`src/hw/rtl/lgpv_pkg.sv`:
```
`timescale 1ns / 1ps

package lgpv_pkg;

  // recurrence counter and divisor width: degree is a 5-bit field
  localparam int K_W = 5;

  // signed numerator accumulator, |numerator| < 2^96
  localparam int ACC_W = 98;

  // dividend is |numerator| >> RND_SHIFT: one extra quotient bit serves rounding
  localparam int RND_SHIFT = 23;

  // divider: DIV_CELLS restoring cells per cycle; the dividend is DIV_CELLS * DIV_CYCLES bits
  localparam int DIV_CELLS  = 8;
  localparam int DIV_CYCLES = 10;
  localparam int DVD_W      = DIV_CELLS * DIV_CYCLES;

  // accumulator alignment of a partial product
  localparam logic [1:0] SH_0  = 2'd0;
  localparam logic [1:0] SH_24 = 2'd1;
  localparam logic [1:0] SH_32 = 2'd2;
  localparam logic [1:0] SH_56 = 2'd3;

  typedef struct packed {
    logic       clear;
    logic       issue;
    logic       neg;
    logic [1:0] shift;
  } mac_ctl_t;

  typedef struct packed {
    logic busy;
    logic done;
  } div_stat_t;

endpackage

```
`src/hw/rtl/lgpv_mac.sv`:
```
`timescale 1ns / 1ps

// 32x32 multiplier, registered, then a signed shift-and-add into the
// numerator accumulator.
module lgpv_mac (
  input  logic                        clk,
  input  logic                        rst_n,
  input  lgpv_pkg::mac_ctl_t          ctl,
  input  logic [31:0]                 op_a,
  input  logic [31:0]                 op_b,
  output logic [lgpv_pkg::ACC_W-1:0]  acc
);

  localparam int AW = lgpv_pkg::ACC_W;

  logic [63:0]   prod_r;
  logic          pv_r;
  logic          neg_r;
  logic [1:0]    shift_r;
  logic [AW-1:0] acc_r;
  logic [AW-1:0] ext;
  logic [AW-1:0] aligned;
  logic [AW-1:0] addend;

  always_ff @(posedge clk) begin
    if (!rst_n) begin
      pv_r <= 1'b0;
    end else begin
      pv_r <= ctl.issue;
    end
  end

  always_ff @(posedge clk) begin
    prod_r  <= op_a * op_b;
    neg_r   <= ctl.neg;
    shift_r <= ctl.shift;
  end

  assign ext = AW'(prod_r);

  always_comb begin
    case (shift_r)
      lgpv_pkg::SH_0:  aligned = ext;
      lgpv_pkg::SH_24: aligned = ext << 24;
      lgpv_pkg::SH_32: aligned = ext << 32;
      lgpv_pkg::SH_56: aligned = ext << 56;
      default:         aligned = ext;
    endcase
  end

  assign addend = neg_r ? (~aligned + AW'(1)) : aligned;

  always_ff @(posedge clk) begin
    if (ctl.clear) begin
      acc_r <= '0;
    end else if (pv_r) begin
      acc_r <= acc_r + addend;
    end
  end

  assign acc = acc_r;

endmodule

```
`config.mk`:
```
export PLATFORM = sky130hd
export DESIGN_NAME = lgpv_mac
export DESIGN_NICKNAME = d
export VERILOG_FILES = /design/src/hw/rtl/lgpv_pkg.sv /design/src/hw/rtl/lgpv_mac.sv
export SDC_FILE = /design/constraint.sdc
export NUM_CORES = 2
export LEC_CHECK = 0
export BUFFER_PORTS_ARGS = -buffer_cell sky130_fd_sc_hd__buf_2
export CORE_MARGIN = 2
export CORE_UTILIZATION = 60
export DETAILED_ROUTE_END_ITERATION = 12
export PLACE_DENSITY = 0.75
export SETUP_SLACK_MARGIN = 0.05
export SKIP_LAST_GASP = 1
export SLEW_MARGIN = 20
export SYNTH_ARGS = -nofsm -noshare
export SYNTH_HDL_FRONTEND = slang
export SYNTH_SLANG_ARGS = --single-unit
```
`constraint.sdc`:
```
create_clock -name clk -period 19.6 [get_ports clk]
set_input_delay 3.92 -clock clk [delete_from_list [all_inputs] [get_ports clk]]
set_output_delay 3.92 -clock clk [all_outputs]
set_load 0.05 [all_outputs]
```
==> impl_metrics.env <==
export IMPL_status="completed"
export IMPL_post_route_period_util_pct=59.10
export IMPL_area_delta_synth_final_pct=3.430
export IMPL_syn_area_um2=47090
export IMPL_core_area_um2=77590
export IMPL_insertion_delay_ns=0.47
export IMPL_hold_path_class="reg -> reg"
export IMPL_row_count=102
export IMPL_clk_pin_slew_ns=0.07
export IMPL_drv_slew=0
export IMPL_setup_viol=0
export IMPL_dieWidth_um=284.1
export IMPL_synth_edf_count=0
export IMPL_ctsLongestPathBuffers=2
export IMPL_num_vias=38013
export IMPL_routed_wirelength_um=140000
export IMPL_critPathLaunchType="input port"
export IMPL_end_kind="register"
export IMPL_drtAntennaViolNets=0
export IMPL_synth_fp_nets=6816
export IMPL_portBuffers=168
export IMPL_globalplace_congestion=0.9854
export IMPL_clkSinkCount=166
export IMPL_drc=0
export IMPL_antenna_found_initial=3
export IMPL_setup_total_negative_slack_ns=0
export IMPL_slew_headroom_pct=20.64
export IMPL_htree_num_levels=4
export IMPL_timing_fmax_mhz=86.33
export IMPL_synth_top_family_by_area="adder cells"
export IMPL_synth_ff_latch_count=166
export IMPL_grt_pass1_wl_um=221400
export IMPL_yosys_warnings=0
export IMPL_root_buffer="clkbuf_16"
export IMPL_synth_fa_ha_area_share_pct=47.73
export IMPL_synth_xor_area_share_pct=4.313
export IMPL_skew_ns=0.01226
export IMPL_grt_use_total_pct=35.18
export IMPL_hold_viol_final=0
export IMPL_fin_ws_ns=8.016
export IMPL_drive_gt1_share_pct=4.961
export IMPL_drtPass1Iterations=6
export IMPL_start_util_pct=60.68
export IMPL_synth_async_sr_flop_share_pct=0
export IMPL_syn_inst=5487
export IMPL_whs_ns=0.4960
export IMPL_reg2reg_from="shift_r[1]$_DFF_P_"
export IMPL_ctsHoldBuffers=0
export IMPL_rsz0062_at_grt="no"
export IMPL_hold_start="acc[5]$_SDFFE_PP0P_"
export IMPL_critPathKind="in -> reg"
export IMPL_synth_yosys_seq_area_share_pct=7.057
export IMPL_cts_buffers=17
export IMPL_muxShareOfSynthArea_pct=2.601
export IMPL_synth_compound_gate_area_share_pct=9.794
export IMPL_synthSimpleGateAreaFrac_pct=18.68
export IMPL_hpwl_um=109800
export IMPL_die_area_um2=80740
export IMPL_arrival_ns=11.94
export IMPL_viasPerCell=5.917
export IMPL_finalCriticalPeriod_ns=11.58
export IMPL_drv_cap=0
export IMPL_layout_nets=6698
export IMPL_dp_slack_ns=7.574
export IMPL_required_ns=19.95
export IMPL_ys_types=79
export IMPL_crit_path_max_fanout=32
export IMPL_tightest_slew_ns=1.187
export IMPL_crit_start="op_b[9]"
export IMPL_ys_flop_type="dfxtp_1"
export IMPL_drtIter0Drc=3019
export IMPL_wl_per_cell_um=21.80
export IMPL_die_h_um=284.1
export IMPL_avgSynthCellArea_um2=8.582
export IMPL_first_global_vias=39406
export IMPL_floorplan_io_pins=169
export IMPL_cts_tree="yes"
export IMPL_postCtsSetupRepairBufs=0
export IMPL_ctsResizeCount=0
export IMPL_grt_ovfl_total=0
export IMPL_grt_max_degree=81
## metrics by stage
| step | cells | area (um2) | util, % |
|---|---|---|---|
| after CTS | 6422 | 48700 | 62.76 |
| after floorplan | 5487 | 47090 | - |
| after global placement | 6390 | 48130 | 62.03 |
| after global routing | 6422 | 48700 | 62.76 |
| after detailed placement | 6390 | 48130 | 62.03 |
| final | 6424 | 48700 | 62.77 |
## final timing paths
check                          to  slack, ns  cells past startpoint
min           acc[5]$_SDFFE_PP0P_       0.50                      2
min reg2reg   acc[5]$_SDFFE_PP0P_       0.50                      2
max reg2reg  acc[79]$_SDFFE_PP0P_      11.66                     21
max            prod_r[58]$_DFF_P_       8.02                     24
## critical path, cell delays in order
cell      delay, ns
buf_2          0.60
and2_1         0.25
fa_1           0.45
fa_1           0.56
inv_1          0.07
fa_1           0.52
fa_1           0.52
inv_1          0.05
fa_1           0.55
fa_1           0.43
fa_1           0.56
fa_1           0.43
ha_1           0.40
a21o_1         0.19
a21o_1         0.17
a21oi_1        0.20
o21ai_0        0.11
a21o_1         0.18
a31oi_1        0.34
o31a_1         0.30
o21ai_0        0.26
a41oi_1        0.52
o211ai_1       0.18
xnor2_1        0.15
## routing by layer
layer	routed length, um	part of all wire, %	GRT usage [%]	up-vias
met5	27	0.019	0	-
met4	5678	4.1	13.26	4
met3	14810	11	8.547	314
met2	63540	45	56.37	1908
met1	55960	40	46.36	18848
li1	-	-	-	16939
## final cells by class
type	count	area [um2]
multi-input cells	4098	39140
fillers	6815	28890
well taps	1040	1301
inverters	899	3374
flip-flops and latches	166	3331
diodes	2	5.005
repair buffers	187	985.9
clock buffers	19	442.9
clock inverters	13	120.1
## state kept, by name, summed over array words and instances, names as in the netlist
name	count
acc	98
neg_r	1
prod_r	64
pv_r	1
shift_r	2
## logic make-up after synthesis
logic type,Yosys count
compound gates,733
xor+xnor,231
fa+ha+maj,1258
buf+inv,1223
flops,166
mux,120
simple gates,1756
## cells in the mapped netlist (7+ instances only)
library cell | number | area, um2
mux2i_1 | 101 | 1011
clkbuf_1 | 297 | 1115
xor2_1 | 86 | 753.2
nor3_1 | 48 | 240.2
nor2_1 | 237 | 889.6
xnor2_1 | 144 | 1261
mux2_2 | 18 | 202.7
o21a_1 | 14 | 105.1
o211ai_1 | 9 | 67.56
nand3b_1 | 7 | 52.55
a22oi_1 | 9 | 67.56
o21ai_0 | 159 | 795.8
nand4_1 | 67 | 419.2
a211oi_1 | 17 | 127.6
buf_2 | 7 | 35.03
a21o_1 | 86 | 645.6
ha_1 | 361 | 4517
o21bai_1 | 42 | 315.3
a22o_1 | 11 | 96.34
and2_1 | 610 | 3816
or3_1 | 16 | 100.1
a31o_2 | 9 | 78.83
o31ai_1 | 24 | 180.2
buf_1 | 16 | 60.06
and3_1 | 15 | 93.84
nand2b_1 | 15 | 93.84
inv_1 | 896 | 3363
o2bb2ai_1 | 14 | 122.6
nor4_1 | 13 | 81.33
nand2_1 | 631 | 2369
and4_1 | 10 | 87.58
a21boi_0 | 8 | 60.06
fa_1 | 897 | 17960
dfxtp_1 | 166 | 3323
nand3_1 | 49 | 245.2
a31oi_1 | 24 | 150.1
a21oi_1 | 239 | 1196
nor2b_1 | 13 | 81.33
## placed cells by master, fill, tap and decap left out, drive strengths merged, types with 8 or more instances in the layout
cell	netlist	final
nor2	237	237
and4	10	10
a31o	9	9
xnor2	145	145
or3	16	16
ha	361	361
o21bai	42	42
inv	897	903
nor3	49	49
buf	27	187
dfxtp	166	166
a21boi	8	8
a21oi	239	239
a31oi	24	24
o211ai	9	9
a211oi	17	17
nand2b	15	15
mux2i	101	101
or2	8	8
a22oi	9	9
nand2	631	631
fa	897	897
nand3	49	49
clkbuf	297	19
mux2	19	19
a22o	11	11
o21a	14	14
xor2	86	86
nand4	67	67
o2bb2ai	14	14
nor2b	13	13
o31ai	25	25
o21ai	160	160
a21o	86	86
and2	610	610
and3	15	15
nor4	15	15
Power is left out: the tool's default activity adds up to more than one toggle a clock period on the data nets, which glitch-free logic cannot reach.
