`src/hw/rtl/lgpv_pkg.sv`:
```
`timescale 1ns / 1ps

package lgpv_pkg;

  // recurrence counter and divisor width: degree is a 5-bit field
  localparam int K_W = 5;

  // signed numerator accumulator, |numerator| < 2^96
  localparam int ACC_W = 98;

  // dividend is |numerator| >> RND_SHIFT: one extra quotient bit serves rounding
  localparam int RND_SHIFT = 23;

  // divider: DIV_CELLS restoring cells per cycle; the dividend is DIV_CELLS * DIV_CYCLES bits
  localparam int DIV_CELLS  = 8;
  localparam int DIV_CYCLES = 10;
  localparam int DVD_W      = DIV_CELLS * DIV_CYCLES;

  // accumulator alignment of a partial product
  localparam logic [1:0] SH_0  = 2'd0;
  localparam logic [1:0] SH_24 = 2'd1;
  localparam logic [1:0] SH_32 = 2'd2;
  localparam logic [1:0] SH_56 = 2'd3;

  typedef struct packed {
    logic       clear;
    logic       issue;
    logic       neg;
    logic [1:0] shift;
  } mac_ctl_t;

  typedef struct packed {
    logic busy;
    logic done;
  } div_stat_t;

endpackage

```
`src/hw/rtl/lgpv_cell.sv`:
```
`timescale 1ns / 1ps

// One restoring division step: shift in a dividend bit, subtract if it fits.
module lgpv_cell (
  input  logic [lgpv_pkg::K_W-1:0] rem_in,
  input  logic                     bit_in,
  input  logic [lgpv_pkg::K_W-1:0] divisor,
  output logic [lgpv_pkg::K_W-1:0] rem_out,
  output logic                     q_bit
);

  logic [lgpv_pkg::K_W:0] cur;
  logic [lgpv_pkg::K_W:0] diff;

  assign cur     = {rem_in, bit_in};
  assign diff    = cur - {1'b0, divisor};
  assign q_bit   = (cur >= {1'b0, divisor});
  assign rem_out = q_bit ? diff[lgpv_pkg::K_W-1:0] : cur[lgpv_pkg::K_W-1:0];

endmodule

```
`src/hw/rtl/lgpv_div.sv`:
```
`timescale 1ns / 1ps

// Divides a wide unsigned dividend by a small divisor. A row of restoring
// cells retires DIV_CELLS quotient bits per cycle while busy, remainder handed cell to cell.
module lgpv_div (
  input  logic                         clk,
  input  logic                         rst_n,
  input  logic                         start,
  input  logic [lgpv_pkg::DVD_W-1:0]   dividend,
  input  logic [lgpv_pkg::K_W-1:0]     divisor,
  output logic [lgpv_pkg::DVD_W-1:0]   quotient,
  output lgpv_pkg::div_stat_t          stat
);

  localparam int CNT_W = $clog2(lgpv_pkg::DIV_CYCLES);
  localparam int NC    = lgpv_pkg::DIV_CELLS;
  localparam int DW    = lgpv_pkg::DVD_W;

  logic [DW-1:0]                      dvd_r;
  logic [DW-1:0]                      quo_r;
  logic [lgpv_pkg::K_W-1:0]           rem_r;
  logic [lgpv_pkg::K_W-1:0]           dsor_r;
  logic [CNT_W-1:0]                   cnt_r;
  logic                               busy_r;
  logic                               done_r;
  logic [NC:0][lgpv_pkg::K_W-1:0]     rem_chain;
  logic [NC-1:0]                      qbits;

  assign rem_chain[0] = rem_r;

  for (genvar i = 0; i < NC; i++) begin : g_cell
    lgpv_cell u_cell (
      .rem_in  (rem_chain[i]),
      .bit_in  (dvd_r[DW-1-i]),
      .divisor (dsor_r),
      .rem_out (rem_chain[i+1]),
      .q_bit   (qbits[NC-1-i])
    );
  end

  always_ff @(posedge clk) begin
    if (!rst_n) begin
      busy_r <= 1'b0;
      done_r <= 1'b0;
      cnt_r  <= '0;
    end else begin
      done_r <= 1'b0;
      if (start) begin
        busy_r <= 1'b1;
        cnt_r  <= '0;
      end else if (busy_r) begin
        cnt_r <= cnt_r + CNT_W'(1);
        if (cnt_r == CNT_W'(lgpv_pkg::DIV_CYCLES - 1)) begin
          busy_r <= 1'b0;
          done_r <= 1'b1;
        end
      end
    end
  end

  always_ff @(posedge clk) begin
    if (start) begin
      dvd_r  <= dividend;
      dsor_r <= divisor;
      rem_r  <= '0;
    end else if (busy_r) begin
      dvd_r <= dvd_r << NC;
      quo_r <= {quo_r[DW-NC-1:0], qbits};
      rem_r <= rem_chain[NC];
    end
  end

  assign quotient = quo_r;
  assign stat     = {busy_r, done_r};

endmodule

```
`config.mk`:
```
export PLATFORM = sky130hd
export DESIGN_NAME = lgpv_div
export DESIGN_NICKNAME = d
export VERILOG_FILES = /design/src/hw/rtl/lgpv_pkg.sv /design/src/hw/rtl/lgpv_cell.sv /design/src/hw/rtl/lgpv_div.sv
export SDC_FILE = /design/constraint.sdc
export NUM_CORES = 1
export LEC_CHECK = 0
export ABC_AREA = 1
export ABC_CLOCK_PERIOD_IN_PS = 10500
export BUFFER_PORTS_ARGS = -buffer_cell sky130_fd_sc_hd__buf_2
export CAP_MARGIN = 5
export CORE_MARGIN = 5
export CORE_UTILIZATION = 55
export DETAILED_ROUTE_END_ITERATION = 10
export PLACE_DENSITY = 0.79
export SYNTH_ARGS = -nofsm -noshare
export SYNTH_HDL_FRONTEND = slang
export SYNTH_HIERARCHICAL = 1
export SYNTH_SLANG_ARGS = --single-unit
```
`constraint.sdc`:
```
create_clock -name clk -period 10.5 [get_ports clk]
set_input_delay 1.575 -clock clk [delete_from_list [all_inputs] [get_ports clk]]
set_output_delay 1.575 -clock clk [all_outputs]
set_load 0.005 [all_outputs]
```
==> metrics.csv, run 1 <==
stage,metric,value,unit
drt,DR DRC count,0,
drt,Routed Antenna Nets,0,
logic_synthesis,synth unique cells,24,
sta,TNS Setup,0,ns
logic_synthesis,largest cells by area after synthesis,"edfxtp_1 55%, nand2_1 15%, ha_1 5.9%",
sta,part of the cycle the worst path needs,88.3,%
die,die area,0.0189,sq mm
die,Die Span X,137,microns
critical_path,R2R Path End,rem_r[0]$_SDFFE_PP0P_,
logic_synthesis,asr flop ratio synth,0,%
grt,largest net degree at the start of global routing,93,
grt,grt ovf,0,
cts,H-Tree Depth,4,
drt,vias per std cell,5.03,
critical_path,Crit path arrival time,9.62,ns
critical_path,CP startpoint kind,flip-flop,
die,Die Y,137,microns
logic_synthesis,Yosys warning total,6,
cts,postcts setup bufs,0,
sta,fin crit period,9.27,ns
run,max-cap violation count,0,
cts,"Clk Latency, worst-skew pair",0.44,ns
sta,relative slew slack,31.6,%
die,Core Region,0.0159,sq mm
die,Starting Density,56.2,%
critical_path,critical path start-end classification,flip-flop to flip-flop,
placed_design,IO Port Bufs,169,
critical_path,worst reg2reg path depth,59,
cts,root buffer cell,clkbuf_16,
grt,initial antenna violation count,1,
cts,total CTS buffers,17,
critical_path,reg2reg setup slack,1.23,ns
cts,"Reg clk slew, reported paths",0.07,ns
grt,first-pass GRT wire length,29500,microns
sta,skew final,0.0113,ns
die,FP Rows,46,
hold_path,"Endpoint, Worst Hold",quotient[47]$_DFFE_PP_,
finish,layout net count,1198,
critical_path,Critical Path Sink Type,flip-flop,
hold_path,hold path startpoint,quotient[39]$_DFFE_PP_,
critical_path,reg-to-reg startpoint,dsor_r[0]$_DFFE_PP_,
critical_path,crit-path max FO,8,
hold_path,worst hold path type,flip-flop to flip-flop,
grt,vias in the first global route,6255,
sta,Final Hold Vio Count,0,
critical_path,Critical Path Start,dsor_r[0]$_DFFE_PP_,
finish,Final Util,66.1,%
finish,Filler Cells Inserted,1245,
grt,GRT Util Overall,20.0,%
logic_synthesis,top_reg_cell synth,edfxtp_1,
sta,RSZ-0062 raised after global routing,false,
logic_synthesis,"Net Count, Synth",1028,
drt,Vias,6483,
finish,layout cell share with drive strength beyond 1,23.0,%
drt,1st-iter DRT viols,477,
logic_synthesis,Post-Syn Area per Cell,10.0,sq um
sta,worst-margin pin slew,1.03,ns
critical_path,Most common cell on crit path,nand2_1,
drt,drt wl/cell,14.1,microns
logic_synthesis,"Seq/Total Area, Yosys",57.9,%
critical_path,worst path required time,10.85,ns
logic_synthesis,#FFs+latches synth,176,
critical_path,slowest CP cell,edfxtp_1,
cts,Clock Path Buffers,2,
hold_path,Hold Path Depth,0,
logic_synthesis,top-area cell type share of the netlist area,55.5,%
sta,fmax,108,MHz
cts,CTS tree,yes,
drt,Post-Route WL,18200,microns
placed_design,routability cong.,0.915,
logic_synthesis,Syn Std Cell Area,0.00893,sq mm
critical_path,max incr delay on CP,0.56,ns
cts,post-CTS sizing,0,
logic_synthesis,Post-synth EDFFs,165,
cts,clock sink count,176,
sta,final-report max-slew violation count,0,
cts,# hold bufs at CTS,0,
finish,sequential cell area,0.00517,sq mm
die,total I/O pin count,170,
finish,area growth from synthesis to layout,17.5,%
drt,first-pass iteration count of the detailed router,5,
sta,Final setup viols,0,
finish,area of the multi-input gates,0.00328,sq mm
placed_design,dpl hpwl,13000,microns
logic_synthesis,cell taking the most area after synthesis,edfxtp_1,
status,outcome,finished clean,
logic_synthesis,Synth Instances,890,
[kinds of logic (layout without fill, tap and decap cells)]
| group | count (synthesis) | count (layout) | share of synthesized area (%) |
|---|---|---|---|
| flip-flops | 176 | 176 | 57.9 |
| XOR/XNOR | 8 | 8 | 0.784 |
| adder cells (fa/ha/maj) | 50 | 50 | 7.67 |
| AO/OA/AOI/OAI | 35 | 35 | 1.96 |
| buffers and inverters | 107 | 290 | 5.48 |
| other | 0 | 1 | 0 |
| AND/OR/NAND/NOR | 514 | 514 | 26.2 |
[worst max-delay path: cells and delay by family, from the launching register on]
family | cells | cell delay, ns
and+or+nand+nor | 48 | 4.75
buffers and inverters | 1 | 0.06
DFF | 1 | 0.56
AOI/OAI and AO/OA | 1 | 0.16
adders and majority gates | 9 | 3.64
[final cells by class]
class,instances,area share [%]
Sequential cell,176,49.3
Multi-Input combinational cell,607,31.2
Timing Repair Buffer,172,8.27
Clock buffer,17,4.05
Inverter,86,3.09
Tap cell,216,2.58
Clock inverter,15,1.45
Antenna cell,1,0.0238
[synth_stat cells (8+ instances only)]
cell type / n
nand2_2: 8
or2_1: 8
fa_1: 8
nor2_2: 8
nand2_1: 354
ha_1: 42
xor2_1: 8
inv_1: 85
dfxtp_1: 11
o21ai_0: 10
edfxtp_1: 165
a21oi_1: 25
nand2_4: 8
nand3b_1: 8
nand3_2: 8
nand3_1: 74
nor2_1: 29
nand3_4: 8
buf_6: 8
[worst max-delay path by stage]
stage,end
after floorplan,rem_r[3]$_SDFFE_PP0P_
after global placement,rem_r[3]$_SDFFE_PP0P_
after detailed placement,rem_r[1]$_SDFFE_PP0P_
after CTS,rem_r[3]$_SDFFE_PP0P_
after global routing,rem_r[4]$_SDFFE_PP0P_
final,rem_r[0]$_SDFFE_PP0P_
[flip-flops by register name, indices dropped and copies added (netlist names)]
name,cells
dvd_r,80
quotient,80
dsor_r,5
rem_r,5
cnt_r,4
busy_r,1
done_r,1
[cell usage in the layout, fill, tap and decap left out, types with 9 or more instances in the layout]
| master | n |
|---|---|
| dfxtp_1 | 11 |
| ha_1 | 42 |
| nand2_1 | 353 |
| edfxtp_1 | 165 |
| a21oi_1 | 25 |
| clkbuf_16 | 17 |
| buf_2 | 169 |
| nand3_1 | 74 |
| nand2_4 | 9 |
| nor2_1 | 29 |
| inv_1 | 84 |
| o21ai_0 | 10 |
[per-layer routing]
layer / wire [microns] / global-route usage, %
met2: 9020 / 34.0
met4: 501 / 8.87
met3: 1080 / 4.09
met1: 7570 / 24.8
met5: 13 / 0
[through the flow]
stage / std cells / hold slack (ns) / worst slack [ns] / area (sq um)
after CTS: 1289 / 0.441 / 1.25 / 10500
after global routing: 1289 / 0.450 / 0.319 / 10500
after global placement: 1257 / 0.422 / 1.48 / 9910
after floorplan: 890 / 0.440 / 2.47 / 8930
final: 1290 / 0.440 / 1.23 / 10500
after detailed placement: 1257 / 0.426 / 1.33 / 9910
Power of run 1 is not shown: default switching activity piles up to over one toggle a cycle in this logic, so the estimate is an artifact.
==> run 2, diff against run 1 <==
--- a/config.mk
+++ b/config.mk
@@ -5,14 +5,13 @@
 export SDC_FILE = /design/constraint.sdc
 export NUM_CORES = 1
 export LEC_CHECK = 0
-export ABC_AREA = 1
 export ABC_CLOCK_PERIOD_IN_PS = 10500
 export BUFFER_PORTS_ARGS = -buffer_cell sky130_fd_sc_hd__buf_2
 export CAP_MARGIN = 5
 export CORE_MARGIN = 5
-export CORE_UTILIZATION = 55
+export CORE_UTILIZATION = 40
+export CTS_CLUSTER_SIZE = 40
 export DETAILED_ROUTE_END_ITERATION = 10
-export PLACE_DENSITY = 0.79
 export SYNTH_ARGS = -nofsm -noshare
 export SYNTH_HDL_FRONTEND = slang
 export SYNTH_HIERARCHICAL = 1
==> run 2 against run 1 <==
Register-to-register slack got worse by 0.92 ns. Clock skew rose by 0.0024 ns. Via count fell by 20%. Critical path type unchanged. Clock-buffer cell count did not move. Wire length fell by 3.0%. Synthesized cell count fell by 34%. Sequential share of layout area fell by 1.0 points. Global-route usage fell by 6.2 points. Hold slack improved by 0.0025 ns. Largest cell class unchanged.
==> metrics.csv, run 2 <==
stage,metric,value,unit,change
sta,worst-margin pin slew,1.10,ns,was 1.03 ns
finish,layout cell share with drive strength beyond 1,49.0,%,was 23.0%
grt,initial antenna violation count,3,,was 1
drt,Vias,5190,,was 6483
grt,first-pass GRT wire length,26600,microns,was 29500 microns
die,die area,0.0247,sq mm,was 0.0189 sq mm
sta,fmax,98.2,MHz,was 108 MHz
cts,"Clk Latency, worst-skew pair",0.43,ns,was 0.44 ns
logic_synthesis,Post-Syn Area per Cell,14.8,sq um,was 10.0 sq um
placed_design,dpl hpwl,12600,microns,was 13000 microns
critical_path,worst path bufs/invs,5,,was 1
finish,Final Util,50.5,%,was 66.1%
logic_synthesis,#FFs+latches synth,176,,unchanged
logic_synthesis,Yosys warning total,6,,unchanged
die,Die Y,157,microns,was 137 microns
critical_path,worst reg2reg path depth,48,,was 59
placed_design,IO Port Bufs,169,,unchanged
finish,area growth from synthesis to layout,23.6,%,was 17.5%
logic_synthesis,Syn Std Cell Area,0.00867,sq mm,was 0.00893 sq mm
sta,skew final,0.0137,ns,was 0.0113 ns
cts,"Reg clk slew, reported paths",0.07,ns,about the same
sta,relative slew slack,26.6,%,was 31.6%
cts,H-Tree Depth,4,,unchanged
grt,largest net degree at the start of global routing,92,,was 93
critical_path,worst path required time,10.77,ns,was 10.85 ns
logic_synthesis,largest cells by area after synthesis,"edfxtp_1 57%, mux2_2 9.3%, ha_1 6.1%",,"was edfxtp_1 55%, nand2_1 15%, ha_1 5.9%"
drt,vias per std cell,4.83,,was 5.03
drt,Routed Antenna Nets,0,,unchanged
grt,vias in the first global route,5388,,was 6255
die,Starting Density,40.9,%,was 56.2%
critical_path,max incr delay on CP,0.37,ns,was 0.56 ns
logic_synthesis,Post-synth top cells,"165 x edfxtp_1, 72 x mux2_2, 65 x inv_1, 42 x ha_1, 31 x nor2_1",,"was 354 x nand2_1, 165 x edfxtp_1, 85 x inv_1, 74 x nand3_1, 42 x ha_1"
finish,"most common cell after layout, fill and taps aside",buf_2,,was nand2_1
hold_path,worst hold path type,flip-flop to flip-flop,,unchanged
hold_path,Hold Path Depth,0,,unchanged
critical_path,Critical Path Sink Type,flip-flop,,unchanged
critical_path,reg2reg setup slack,0.32,ns,was 1.23 ns
drt,drt wl/cell,16.4,microns,was 14.1 microns
finish,layout net count,923,,was 1198
logic_synthesis,"Seq/Total Area, Yosys",59.7,%,was 57.9%
finish,most frequent cells in the layout,"168 x buf_2, 165 x edfxtp_1, 72 x mux2_2, 64 x inv_1, 31 x ha_1",,"was 353 x nand2_1, 169 x buf_2, 165 x edfxtp_1, 84 x inv_1, 74 x nand3_1"
hold_path,hold path startpoint,quotient[19]$_DFFE_PP_,,was quotient[39]$_DFFE_PP_
drt,DR DRC count,0,,unchanged
sta,fin crit period,10.18,ns,was 9.27 ns
critical_path,Top Family by Delay on Critical Path,adder cells,,was simple AND/OR/NAND/NOR gates
drt,1st-iter DRT viols,184,,was 477
hold_path,"Endpoint, Worst Hold",quotient[27]$_DFFE_PP_,,was quotient[47]$_DFFE_PP_
die,Core Region,0.0212,sq mm,was 0.0159 sq mm
critical_path,crit-path max FO,5,,was 8
drt,Post-Route WL,17700,microns,was 18200 microns
logic_synthesis,asr flop ratio synth,0,%,unchanged
critical_path,reg-to-reg startpoint,dvd_r[79]$_DFFE_PP_,,was dsor_r[0]$_DFFE_PP_
run,max-cap violation count,0,,unchanged
cts,# hold bufs at CTS,0,,unchanged
logic_synthesis,top_reg_cell synth,edfxtp_1,,unchanged
critical_path,R2R Path End,rem_r[1]$_SDFFE_PP0P_,,was rem_r[0]$_SDFFE_PP0P_
logic_synthesis,most frequent cell after synthesis,edfxtp_1,,was nand2_1
status,outcome,finished clean,,unchanged
sta,part of the cycle the worst path needs,97.0,%,was 88.3%
drt,first-pass iteration count of the detailed router,4,,was 5
critical_path,slowest CP cell,fa_2,,was edfxtp_1
grt,grt ovf,0,,unchanged
cts,total CTS buffers,17,,unchanged
logic_synthesis,top-area cell type share of the netlist area,57.1,%,was 55.5%
critical_path,critical path start-end classification,flip-flop to flip-flop,,unchanged
logic_synthesis,cell taking the most area after synthesis,edfxtp_1,,unchanged
sta,Final setup viols,0,,unchanged
logic_synthesis,"Net Count, Synth",725,,was 1028
cts,clock sink count,176,,unchanged
logic_synthesis,Synth Instances,587,,was 890
critical_path,Crit path arrival time,10.45,ns,was 9.62 ns
logic_synthesis,synth unique cells,37,,was 24
critical_path,cell depth of the worst setup path,48,,was 59
logic_synthesis,Post-synth EDFFs,165,,unchanged
placed_design,routability cong.,0.830,,was 0.915
die,FP Rows,53,,was 46
sta,Final Hold Vio Count,0,,unchanged
cts,root buffer cell,clkbuf_16,,unchanged
critical_path,Critical Path Start,dvd_r[79]$_DFFE_PP_,,was dsor_r[0]$_DFFE_PP_
grt,GRT Util Overall,13.8,%,was 20.0%
cts,Clock Path Buffers,2,,unchanged
die,total I/O pin count,170,,unchanged
sta,final-report max-slew violation count,0,,unchanged
critical_path,CP startpoint kind,flip-flop,,unchanged
die,Die Span X,157,microns,was 137 microns
cts,CTS tree,yes,,unchanged
-- run 2: changes by cell type after synthesis, moves of 14 or more --
| cell | delta |
|---|---|
| a21oi_1 | -16 |
| inv_1 | -20 |
| mux2_2 | +72 |
| mux2_4 | +24 |
| mux2i_1 | +14 |
| nand2_1 | -328 |
| nand3_1 | -69 |
-- run 2: per-stage QoR --
stage | setup slack [ns] | hold WS, ns | cell area [sq um] | TNS (ns) | cells
final | 0.318 | 0.442 | 10700 | 0 | 1075
after floorplan | 0.738 | 0.452 | 8670 | 0 | 587
after global routing | -0.0874 | 0.452 | 10700 | -0.270 | 1075
after detailed placement | -0.0103 | 0.429 | 9780 | -0.0103 | 1024
after global placement | 0.416 | 0.423 | 9780 | 0 | 1024
after CTS | 0.00839 | 0.443 | 10500 | 0 | 1066
-- run 2: worst register-to-register path, delay by kind of cell, from the launching register on --
kind / cells / cell delay (ns)
adder cells (fa/ha/maj): 9 / 2.71
AND/OR/NAND/NOR: 12 / 1.77
multiplexers: 9 / 2.72
buffers and inverters: 5 / 0.60
AO/OA/AOI/OAI: 13 / 1.91
flip-flops: 1 / 0.36
-- run 2: how the worst max path moves through the flow --
stage / endpoint / slack [ns]
floorplan: rem_r[1]$_SDFFE_PP0P_ / 0.74
global placement: rem_r[2]$_SDFFE_PP0P_ / 0.42
detailed placement: rem_r[1]$_SDFFE_PP0P_ / -0.01
CTS: rem_r[1]$_SDFFE_PP0P_ / 0.008
global route: rem_r[1]$_SDFFE_PP0P_ / -0.09
finish: rem_r[1]$_SDFFE_PP0P_ / 0.32
-- run 2: repair_timing --
item / in CTS / in global routing
buffers inserted: 10 / 7
pin swaps: 6 / 13
resized for setup: 1 / 32
endpoints found under the setup margin: 3 / 6
endpoints found under the hold margin: 0 / 0
-- run 2: layer usage --
layer / wire [microns] / global-route usage (%) / up-vias / share of wire [%]
li1: - / - / 2521 / -
met1: 7060 / 15.8 / 2494 / 40
met3: 1020 / 4.40 / 32 / 5.8
met2: 9110 / 23.9 / 141 / 52
met4: 448 / 5.78 / 2 / 2.5
met5: 13 / 0 / - / 0.074
-- run 2: cell type report --
cell class | instances | area [sq um]
diodes | 2 | 5.00
clock buffers | 17 | 425
clock inverters | 15 | 215
fillers | 1836 | 10500
inverters | 65 | 244
multi-input cells | 332 | 3270
flip-flops and latches | 176 | 5170
well taps | 275 | 344
repair buffers | 193 | 1040
-- run 2: cell families after synthesis --
group                      share of synthesized area (%)
AOI/OAI and AO/OA                                   3.63
DFF                                                 59.7
buffers and inverters                               4.51
adders and majority gates                           7.90
muxes                                               15.1
and+or+nand+nor                                     7.46
xor gates and xnor gates                            1.72
Power of run 2 is left out for the same reason.
==> run 3, diff against run 2 <==
--- a/config.mk
+++ b/config.mk
@@ -5,7 +5,7 @@
 export SDC_FILE = /design/constraint.sdc
 export NUM_CORES = 1
 export LEC_CHECK = 0
-export ABC_CLOCK_PERIOD_IN_PS = 10500
+export ABC_CLOCK_PERIOD_IN_PS = 12400
 export BUFFER_PORTS_ARGS = -buffer_cell sky130_fd_sc_hd__buf_2
 export CAP_MARGIN = 5
 export CORE_MARGIN = 5
==> constraint.sdc (replaced) <==
create_clock -name clk -period 12.4 [get_ports clk]
set_input_delay 1.86 -clock clk [delete_from_list [all_inputs] [get_ports clk]]
set_output_delay 1.86 -clock clk [all_outputs]
set_load 0.005 [all_outputs]
==> run 3 against run 2 <==
Setup slack gained 1.4 ns. Register-to-register slack gained 1.4 ns. Clock skew shrank 0.0030 ns. Via count shrank 2.7%. Wire length shrank 3.4%. Die area is the same. Cell area shrank 3.7%. Sequential share of layout area grew 1.8 points.
==> metrics.csv, run 3 (same netlist as run 2, synthesis figures left out) <==
stage,metric,value,unit,change
critical_path,critical path start-end classification,flip-flop to flip-flop,,unchanged
cts,postcts setup bufs,0,,was 10
placed_design,placed cell areas,0.00976,sq mm,was 0.00978 sq mm
grt,initial antenna violation count,1,,was 3
placed_design,dpl hpwl,12400,microns,was 12600 microns
die,Die Y,157,microns,unchanged
critical_path,slowest CP cell,edfxtp_1,,was fa_2
critical_path,CP startpoint kind,flip-flop,,unchanged
run,max-cap violation count,0,,unchanged
drt,first-pass iteration count of the detailed router,4,,unchanged
drt,Vias,5051,,was 5190
sta,fmax,94.0,MHz,was 98.2 MHz
cts,H-Tree Depth,4,,unchanged
grt,GRT Util Overall,13.8,%,about the same
finish,ant diodes,0,,was 2
drt,vias per std cell,4.80,,was 4.83
drt,Post-Route WL,17000,microns,was 17700 microns
grt,vias in the first global route,5445,,was 5388
drt,Routed Antenna Nets,0,,unchanged
cts,clock sink count,176,,unchanged
finish,layout net count,903,,was 923
cts,Clock Path Buffers,2,,unchanged
die,FP Rows,53,,unchanged
placed_design,worst slack at placement,1.80,ns,was -0.0103 ns
die,Starting Density,40.9,%,unchanged
sta,final-report max-slew violation count,0,,unchanged
die,total I/O pin count,170,,unchanged
cts,# hold bufs at CTS,0,,unchanged
sta,post-route setup slack,1.76,ns,was 0.318 ns
sta,worst-margin pin slew,1.06,ns,was 1.10 ns
die,die area,0.0247,sq mm,unchanged
finish,layout cell share with drive strength beyond 1,43.8,%,was 49.0%
critical_path,Critical Path Sink Type,flip-flop,,unchanged
cts,"Reg clk slew, reported paths",0.07,ns,about the same
finish,Final Util,48.7,%,was 50.5%
sta,skew final,0.0107,ns,was 0.0137 ns
cts,post-CTS sizing,0,,was 1
drt,1st-iter DRT viols,277,,was 184
grt,grt ovf,0,,unchanged
finish,area growth from synthesis to layout,19.0,%,was 23.6%
status,outcome,finished clean,,unchanged
critical_path,max incr delay on CP,0.54,ns,was 0.37 ns
drt,DR DRC count,0,,unchanged
placed_design,routability cong.,0.820,,was 0.830
sta,fin crit period,10.64,ns,was 10.18 ns
critical_path,worst reg2reg path depth,44,,was 48
hold_path,Hold Path Depth,0,,unchanged
finish,fin area,0.0103,sq mm,was 0.0107 sq mm
cts,"Clk Latency, worst-skew pair",0.42,ns,was 0.43 ns
critical_path,worst path required time,12.72,ns,was 10.77 ns
grt,first-pass GRT wire length,26900,microns,was 26600 microns
sta,TNS Setup,0,ns,unchanged
die,Core Region,0.0212,sq mm,unchanged
finish,most frequent cells in the layout,"168 x buf_2, 165 x edfxtp_1, 72 x mux2_2, 65 x inv_1, 42 x ha_1",,"was 168 x buf_2, 165 x edfxtp_1, 72 x mux2_2, 64 x inv_1, 31 x ha_1"
sta,part of the cycle the worst path needs,85.8,%,was 97.0%
grt,largest net degree at the start of global routing,90,,was 92
sta,RSZ-0062 raised after global routing,false,,
cts,total CTS buffers,17,,unchanged
drt,drt wl/cell,16.2,microns,was 16.4 microns
placed_design,IO Port Bufs,169,,unchanged
sta,Final Hold Vio Count,0,,unchanged
die,Die Span X,157,microns,unchanged
sta,relative slew slack,29.4,%,was 26.6%
critical_path,Crit path arrival time,10.96,ns,was 10.45 ns
cts,CTS tree,yes,,unchanged
finish,"most common cell after layout, fill and taps aside",buf_2,,unchanged
cts,root buffer cell,clkbuf_16,,unchanged
sta,Final setup viols,0,,unchanged
critical_path,crit-path max FO,8,,was 5
hold_path,worst hold path type,flip-flop to flip-flop,,unchanged
## run 3: changes by cell type in the layout (fill, tap and decap cells not counted), sizes merged
cell,change
clkinvlp,+2
inv,+3
bufinv,-3
clkinv,-2
diode,-2
buf,-20
## run 3: metrics by stage
stage          std cells  hold slack (ns)
6_report            1053            0.442
5_1_grt             1053            0.453
4_1_cts             1053            0.444
3_5_place_dp        1021            0.426
3_3_place_gp        1021            0.423
2_1_floorplan        587            0.452
## run 3: area by class of cell
type                            count  area, sq um
Fill cell                        1903        10900
Multi-Input combinational cell    332         3120
Clock inverter                     15          141
Sequential cell                   176         5170
Inverter                           65          244
Timing Repair Buffer              173          878
Clock buffer                       17          425
Tap cell                          275          344
## run 3: path summary, 6_finish.rpt
check | start | to | slack [ns]
max | dsor_r[0]$_DFFE_PP_ | rem_r[2]$_SDFFE_PP0P_ | 1.76
min reg2reg | quotient[26]$_DFFE_PP_ | quotient[34]$_DFFE_PP_ | 0.44
max reg2reg | dsor_r[0]$_DFFE_PP_ | rem_r[2]$_SDFFE_PP0P_ | 1.76
min | quotient[26]$_DFFE_PP_ | quotient[34]$_DFFE_PP_ | 0.44
## run 3: worst max-delay path: cells and delay by family (launching register included)
kind / cells / cell delay, ns
multiplexers: 9 / 2.79
buffers and inverters: 1 / 0.05
AND/OR/NAND/NOR: 9 / 1.50
AO/OA/AOI/OAI: 16 / 2.51
flip-flops: 1 / 0.54
adder cells (fa/ha/maj): 9 / 3.14
## run 3: metal layers
layer | wire length, microns | track usage, % | vias to the layer above | part of all wire (%)
li1 | - | - | 2481 | -
met1 | 6770 | 15.8 | 2402 | 40
met2 | 8780 | 24.3 | 136 | 52
met3 | 1050 | 3.82 | 30 | 6.1
met4 | 430 | 5.98 | 2 | 2.5
met5 | 13 | 0 | - | 0.076
Power of run 3 is left out for the same reason.
